**config.mk**
```make
export PLATFORM = sky130hd
export DESIGN_NAME = rgb_led_pwm_latch_driver
export DESIGN_NICKNAME = d
export VERILOG_FILES = /design/src/hw/rtl/rgbpwm_pkg.sv /design/src/hw/rtl/rgbpwm_ram.sv /design/src/hw/rtl/rgb_led_pwm_latch_driver.sv
export SDC_FILE = /design/constraint.sdc
export NUM_CORES = 1
export LEC_CHECK = 0
export ABC_AREA = 0
export BUFFER_PORTS_ARGS = -buffer_cell sky130_fd_sc_hd__buf_2
export CORE_ASPECT_RATIO = 2
export CORE_UTILIZATION = 60
export DETAILED_ROUTE_END_ITERATION = 8
export GPL_ROUTABILITY_DRIVEN = 0
export PLACE_DENSITY = 0.84
export SYNTH_ARGS = -nofsm -noshare
export SYNTH_HDL_FRONTEND = slang
export SYNTH_SLANG_ARGS = --single-unit
```
**constraint.sdc**
```tcl
create_clock -name aclk -period 9.75 [get_ports aclk]
set_clock_uncertainty 0.15 [all_clocks]
set_input_delay 1.95 -clock aclk [delete_from_list [all_inputs] [get_ports aclk]]
set_output_delay 1.95 -clock aclk [all_outputs]
set_load 0.02 [all_outputs]
```
**src/hw/rtl/rgbpwm_pkg.sv**
```systemverilog
// shared types, constants and helpers for the rgb led pwm latch driver
package rgbpwm_pkg;

    localparam int LED_COUNT_DEF = 8;
    localparam int LEVELS_DEF    = 64;
    localparam int DUTY_W        = 8;
    localparam int LEVEL_W       = 8;
    localparam int PROD_W        = 16;
    localparam int CHAN_W        = 5;

    localparam logic CMD_SET  = 1'b0;
    localparam logic CMD_TICK = 1'b1;

    typedef struct packed {
        logic       command;
        logic [2:0] led_index;
        logic [7:0] red;
        logic [7:0] green;
        logic [7:0] blue;
    } in_t;

    typedef struct packed {
        logic [2:0] latch_select;
        logic [7:0] latch_byte;
        logic       last;
    } out_t;

    // floor(p / 255) for p below 255 * 256 = 65280
    function automatic logic [DUTY_W-1:0] div255(input logic [PROD_W-1:0] p);
        logic [PROD_W:0] t;
        begin
            t = {1'b0, p} + {9'd0, p[PROD_W-1:8]} + 17'd1;
            return t[15:8];
        end
    endfunction

endpackage

```
**src/hw/rtl/rgbpwm_ram.sv**
```systemverilog
// generic single write port, single read port ram with registered read
module rgbpwm_ram #(
    parameter int WIDTH = 64,
    parameter int DEPTH = 3,
    parameter int AW    = 2
) (
    input  logic             aclk,
    input  logic             we,
    input  logic [AW-1:0]    waddr,
    input  logic [WIDTH-1:0] wdata,
    input  logic             re,
    input  logic [AW-1:0]    raddr,
    output logic [WIDTH-1:0] rdata
);

    logic [WIDTH-1:0] mem [DEPTH];
    logic [WIDTH-1:0] rdata_reg;

    always_ff @(posedge aclk) begin
        if (we) begin
            mem[waddr] <= wdata;
        end
        if (re) begin
            rdata_reg <= mem[raddr];
        end
    end

    assign rdata = rdata_reg;

endmodule

```
**src/hw/rtl/rgb_led_pwm_latch_driver.sv**
```systemverilog
// top level of the rgb led pwm latch driver
// Duties live in a small RAM with one row of eight 8-bit duties per latch byte, and a
// row that was never written since reset reads as all zero. A set-colour transaction
// is accepted and then does read-modify-write of the one or two rows that hold the
// LED's three channels, in S_MRG0 and, where needed, S_MRG1; one whose LED index is
// not below LED_COUNT is dropped in its accept cycle. A tick transaction reads the
// rows in order and produces one latch byte per cycle while the result side does not
// stall, each byte formed from the RAM read issued for its row. The block works on
// one transaction at a time.
module rgb_led_pwm_latch_driver #(
    parameter int LED_COUNT = rgbpwm_pkg::LED_COUNT_DEF,
    parameter int LEVELS    = rgbpwm_pkg::LEVELS_DEF
) (
    input  logic             aclk,
    input  logic             aresetn,
    input  logic             s_valid,
    output logic             s_ready,
    input  rgbpwm_pkg::in_t  s_data,
    output logic             m_valid,
    input  logic             m_ready,
    output rgbpwm_pkg::out_t m_data
);

    import rgbpwm_pkg::*;

    localparam int CHANNELS = LED_COUNT * 3;
    localparam int ROWS     = (CHANNELS + 7) / 8;
    localparam int ROW_AW   = (ROWS > 1) ? $clog2(ROWS) : 1;
    localparam int ROW_W    = 8 * DUTY_W;

    localparam logic [1:0] S_IDLE = 2'd0;
    localparam logic [1:0] S_MRG0 = 2'd1;
    localparam logic [1:0] S_MRG1 = 2'd2;
    localparam logic [1:0] S_TOUT = 2'd3;

    logic [1:0]         state_reg, state_next;
    logic [LEVEL_W-1:0] level_reg, level_next;
    logic [ROWS-1:0]    row_valid_reg, row_valid_next;
    logic               rd_valid_reg;
    logic [ROW_AW-1:0]  byte_idx_reg, byte_idx_next;
    logic [2:0]         led_reg;
    logic [PROD_W-1:0]  prod_reg [3];
    logic               m_valid_reg, m_valid_next;
    out_t               m_data_reg, m_data_next;

    logic               re, we;
    logic [ROW_AW-1:0]  raddr, waddr;
    logic [ROW_W-1:0]   rdata, rdata_eff, wdata;

    logic [CHAN_W-1:0]  s_k0, k0, k2;
    logic [ROW_AW-1:0]  s_row0, row0, row1, cur_row;
    logic [DUTY_W-1:0]  duty [3];
    logic [7:0]         tick_byte;
    logic               load_ok, is_last;
    logic               s_fire, led_ok;

    rgbpwm_ram #(
        .WIDTH(ROW_W),
        .DEPTH(ROWS),
        .AW   (ROW_AW)
    ) u_duty_ram (
        .aclk (aclk),
        .we   (we),
        .waddr(waddr),
        .wdata(wdata),
        .re   (re),
        .raddr(raddr),
        .rdata(rdata)
    );

    assign s_ready = (state_reg == S_IDLE);
    assign s_fire  = s_valid && s_ready;
    assign led_ok  = ({1'b0, s_data.led_index} < 4'(LED_COUNT));

    assign s_k0   = {2'b00, s_data.led_index} + {1'b0, s_data.led_index, 1'b0};
    assign s_row0 = ROW_AW'(s_k0 >> 3);
    assign k0     = {2'b00, led_reg} + {1'b0, led_reg, 1'b0};
    assign k2     = k0 + 5'd2;
    assign row0   = ROW_AW'(k0 >> 3);
    assign row1   = ROW_AW'(k2 >> 3);
    assign cur_row = (state_reg == S_MRG1) ? row1 : row0;

    assign rdata_eff = rd_valid_reg ? rdata : '0;

    always_comb begin
        for (int c = 0; c < 3; c++) begin
            duty[c] = div255(prod_reg[c]);
        end
    end

    // merge the three new duties into the row just read
    always_comb begin
        logic [CHAN_W-1:0] k;
        wdata = rdata_eff;
        for (int j = 0; j < 8; j++) begin
            k = CHAN_W'({cur_row, 3'b000}) + CHAN_W'(j);
            if (k == k0) begin
                wdata[j*DUTY_W +: DUTY_W] = duty[0];
            end else if (k == k0 + 5'd1) begin
                wdata[j*DUTY_W +: DUTY_W] = duty[1];
            end else if (k == k2) begin
                wdata[j*DUTY_W +: DUTY_W] = duty[2];
            end
        end
    end

    // compare the current level against each duty of the row
    always_comb begin
        logic [CHAN_W-1:0] k;
        tick_byte = '0;
        for (int j = 0; j < 8; j++) begin
            k = CHAN_W'({byte_idx_reg, 3'b000}) + CHAN_W'(j);
            tick_byte[j] = (k < CHAN_W'(CHANNELS))
                && (level_reg >= rdata_eff[j*DUTY_W +: DUTY_W]);
        end
    end

    assign load_ok = !m_valid_reg || m_ready;
    assign is_last = (byte_idx_reg == ROW_AW'(ROWS - 1));

    always_comb begin
        state_next     = state_reg;
        level_next     = level_reg;
        row_valid_next = row_valid_reg;
        byte_idx_next  = byte_idx_reg;
        m_valid_next   = m_valid_reg && !m_ready;
        m_data_next    = m_data_reg;
        re             = 1'b0;
        raddr          = '0;
        we             = 1'b0;
        waddr          = cur_row;
        case (state_reg)
            S_IDLE: begin
                if (s_fire) begin
                    if (s_data.command == CMD_TICK) begin
                        re            = 1'b1;
                        raddr         = '0;
                        byte_idx_next = '0;
                        state_next    = S_TOUT;
                    end else if (led_ok) begin
                        re         = 1'b1;
                        raddr      = s_row0;
                        state_next = S_MRG0;
                    end
                end
            end
            S_MRG0: begin
                we                    = 1'b1;
                row_valid_next[row0]  = 1'b1;
                if (row1 != row0) begin
                    re         = 1'b1;
                    raddr      = row1;
                    state_next = S_MRG1;
                end else begin
                    state_next = S_IDLE;
                end
            end
            S_MRG1: begin
                we                   = 1'b1;
                row_valid_next[row1] = 1'b1;
                state_next           = S_IDLE;
            end
            S_TOUT: begin
                if (load_ok) begin
                    m_valid_next             = 1'b1;
                    m_data_next.latch_select = 3'(byte_idx_reg);
                    m_data_next.latch_byte   = tick_byte;
                    m_data_next.last         = is_last;
                    if (is_last) begin
                        if ({1'b0, level_reg} + 9'd1 >= 9'(LEVELS)) begin
                            level_next = '0;
                        end else begin
                            level_next = level_reg + 8'd1;
                        end
                        state_next = S_IDLE;
                    end else begin
                        byte_idx_next = byte_idx_reg + ROW_AW'(1);
                        re            = 1'b1;
                        raddr         = byte_idx_reg + ROW_AW'(1);
                    end
                end
            end
            default: begin
                state_next = S_IDLE;
            end
        endcase
    end

    always_ff @(posedge aclk) begin
        if (!aresetn) begin
            state_reg     <= S_IDLE;
            level_reg     <= '0;
            row_valid_reg <= '0;
            rd_valid_reg  <= 1'b0;
            byte_idx_reg  <= '0;
            m_valid_reg   <= 1'b0;
        end else begin
            state_reg     <= state_next;
            level_reg     <= level_next;
            row_valid_reg <= row_valid_next;
            byte_idx_reg  <= byte_idx_next;
            m_valid_reg   <= m_valid_next;
            if (re) begin
                rd_valid_reg <= row_valid_reg[raddr];
            end
        end
    end

    always_ff @(posedge aclk) begin
        m_data_reg <= m_data_next;
        if (s_fire) begin
            led_reg     <= s_data.led_index;
            prod_reg[0] <= PROD_W'(LEVELS) * PROD_W'(s_data.red);
            prod_reg[1] <= PROD_W'(LEVELS) * PROD_W'(s_data.green);
            prod_reg[2] <= PROD_W'(LEVELS) * PROD_W'(s_data.blue);
        end
    end

    assign m_valid = m_valid_reg;
    assign m_data  = m_data_reg;

endmodule

```
==> impl_results.md <==
* Critical path's slowest cell: nor4_1
* Warning count from the yosys run at 0
* # port buffers at 44
* Pwr dens at 252 mW/mm^2
* Crit-path leading delay family: adder cells
* First-pass GRT wire length at between 50 and 60 mm
* Post-synth EDFFs at around 290
* Final setup fails at 0
* Share of power burned in registers at 0.482
* Placed Cells incl. Taps at 1508
* DRT antenna net count at 0
* Final instance area at 0.0163 sq mm
* Commonest non-fill, non-tap cell in the layout: edfxtp_1
* Maximum VDD drop at 0.000209 V
* Setup Fix Bufs, Post-CTS at 0
* Tcrit/Tclk final at 0.549
* Final std cells w/o fill at 1556
* 1st-pass router iterations at 9
* Clock power frac at 0.258
* Final TNS setup at 0 ns
* Vias at ~10000
* CTS root buf: clkbuf_16
* Achievable Freq at approximately 190 MHz
* Num rows at approximately 80
* Num CTS Buffers at 26
* Reg2reg setup slack at 4.39 ns
* CORE AREA at 0.0244 sq mm
* Leakage at 5.63 nW
* RSZ-0062 raised after global routing: false
* Starting DRT DRC Count at ~1400
* Synth Instances at 1183
* Post-layout min period at 5.36 ns
* Seq/Total Area, Yosys at 0.613
* CTS tree: yes
* Initial core utilization at 0.613
* Worst EP required at 9.79 ns
* Hold Buf Count CTS at 0
* Synthesis-stage register bit count at 311
* Hold Vio Cnt, Final at 0
* Setup crit end kind: flip-flop
* Most used cell, CP: ha_1
* Die ar. at 0.0256 sq mm
* Type of the worst min-delay path: flip-flop to flip-flop
* Worst path buffer plus inverter count at 2
* Number of placed I/O pins at 46
* Switching power at roughly 1.3 mW
* Crit Path Class: flip-flop to flip-flop
* Worst skew pair latency at 0.55 ns
* Vias per cell at 6.66
* Clock sinks at 311
* Max cap viols at 0
* Fin. max-slew vios at 0
* Overall Power at around 4.1 mW
* Outcome: finished, violations left
* Avg WL per Cell at 24.3 microns
* Number of antenna diodes at 0
* Delay of the slowest cell on the worst path at between 1 and 1.5 ns
* Headroom to the max-slew limit at 0.154
* Sw frac at 0.316
* H-tree Lvls at 1
* Grt total ovfl at 0
* Crit path DAT at about 5.4 ns
* Largest net degree at the start of global routing at 77
* CP max FO at 11
* Met3 usage at 0.0490
* Routed wire length at between 30 and 40 mm
* Die height at 225 microns
* Async set-or-reset flop fraction in the synthesized netlist at 0
* CP Cell Sequence: ha_1, inv_1, fa_1, inv_1, ha_1, ha_1, xor3_1, nand3_1, nand3_2, nor4_1, a221oi_1
* Failing checks: design-rule violations
* Mean Syn Cell Area at 12.7 sq um
* Synth cell types at 60
* Logic gate share of total power at 0.259
* DP Wirelength at 24.6 mm
* Gr usage total at 0.305
* Layout cells sized above 1 at 0.102
* Layer with the highest usage: met2
* Area growth syn-to-layout at 9.05%
* Post-CTS resize count at 0
* CTS clock-pin slew for the worst setup and hold paths at 0.07 ns
* Synth Net Count at 1301
* Primary FF master, synth: edfxtp_1
* Int Power at 2.81 mW
* Worst setup SP type: flip-flop
* Max reg flops at 192
* Initial antenna violation count at 0
* Global routing usage on met1 at 0.342
* Worst slew pin tran at 1.26 ns
* Max Root-Sink Buffers at 3
* DIE WIDTH at 114 microns
* Most frequent cells in the layout: 294 x edfxtp_1, 166 x nand2_1, 85 x ha_1
* Util after Layout at 0.668
* DRC violations left at 26
* M2 GR Usage at 0.518
* Layout Nets at 1322
* Area after DPL at 0.0155 sq mm
* Vias in the first global route at approximately 10000
* Post-Syn Area at between 0.01 and 0.015 sq mm
==> per-stage QoR <==
| stage | worst slack, ns | hold slack (ns) |
|---|---|---|
| final | 4.39 | 0.320 |
| after global placement | 4.41 | 0.297 |
| after floorplan | 2.77 | 0.290 |
| after global routing | 4.07 | 0.329 |
| after detailed placement | 4.29 | 0.302 |
| after CTS | 4.48 | 0.318 |
==> final timing paths <==
check | startpoint | end | cells after the start
worst max register to register | led_reg[0]$_DFFE_PP_ | u_duty_ram.mem[2][54]$_DFFE_PP_ | 11
worst max-delay path | led_reg[0]$_DFFE_PP_ | u_duty_ram.mem[2][54]$_DFFE_PP_ | 11
worst min-delay path | row_valid_reg[0]$_SDFFE_PN0P_ | row_valid_reg[0]$_SDFFE_PN0P_ | 1
worst min register to register | row_valid_reg[0]$_SDFFE_PN0P_ | row_valid_reg[0]$_SDFFE_PN0P_ | 1
==> cells in the mapped netlist (7+ instances only) <==
| library cell | number | area share |
|---|---|---|
| clkbuf_1 | 29 | 0.0073 |
| and2_1 | 28 | 0.012 |
| nand2_1 | 166 | 0.042 |
| ha_1 | 85 | 0.071 |
| or2_2 | 8 | 0.0033 |
| nor2_1 | 62 | 0.016 |
| a221oi_1 | 21 | 0.012 |
| nand3_1 | 11 | 0.0037 |
| nand4_1 | 8 | 0.0033 |
| o2111ai_1 | 8 | 0.0047 |
| a222oi_1 | 18 | 0.012 |
| o21ai_0 | 73 | 0.024 |
| edfxtp_1 | 294 | 0.59 |
| buf_2 | 23 | 0.0077 |
| dfxtp_1 | 17 | 0.023 |
| nand2b_1 | 14 | 0.0059 |
| a21o_1 | 17 | 0.0085 |
| a211oi_1 | 37 | 0.019 |
| and3_1 | 8 | 0.0033 |
| a31oi_1 | 13 | 0.0054 |
| a21oi_1 | 57 | 0.019 |
| mux2i_1 | 66 | 0.044 |
| inv_1 | 17 | 0.0043 |
| o22ai_1 | 14 | 0.0059 |
| nor3_1 | 7 | 0.0023 |
| nor2b_1 | 13 | 0.0054 |
==> logic make-up after synthesis <==
kind of cell             after synthesis  share of synthesized area
AO/OA/AOI/OAI                        289                      0.135
XOR/XNOR                               9                    0.00677
adder cells (fa/ha/maj)               86                     0.0724
buffers and inverters                 79                     0.0231
flip-flops                           311                      0.613
multiplexers                          66                     0.0441
other                                  1                   0.000251
AND/OR/NAND/NOR                      342                      0.106
==> final cells by class <==
class	instances	area, sq um
well taps	332	415
inverters	18	67.6
multi-input cells	793	5510
clock buffers	36	729
clock inverters	12	136
flip-flops and latches	311	9170
repair buffers	54	295
fillers	1708	8100
==> power groups by stage <==
stage          combinational (mW)  clock, mW  sequential, mW
2_1_floorplan               0.733          0            2.00
3_3_place_gp                0.989          0            2.00
3_5_place_dp                 1.04          0            2.01
4_1_cts                      1.04       1.07            1.98
5_1_grt                      1.15       1.11            2.00
6_report                     1.07       1.06            1.98
==> per-layer routing <==
metal	wire, microns	share of wire
met5	0	0
met4	2970	0.078
met3	3040	0.080
met2	19000	0.50
met1	12900	0.34
Note: power is estimated with default switching activity, not from simulation.
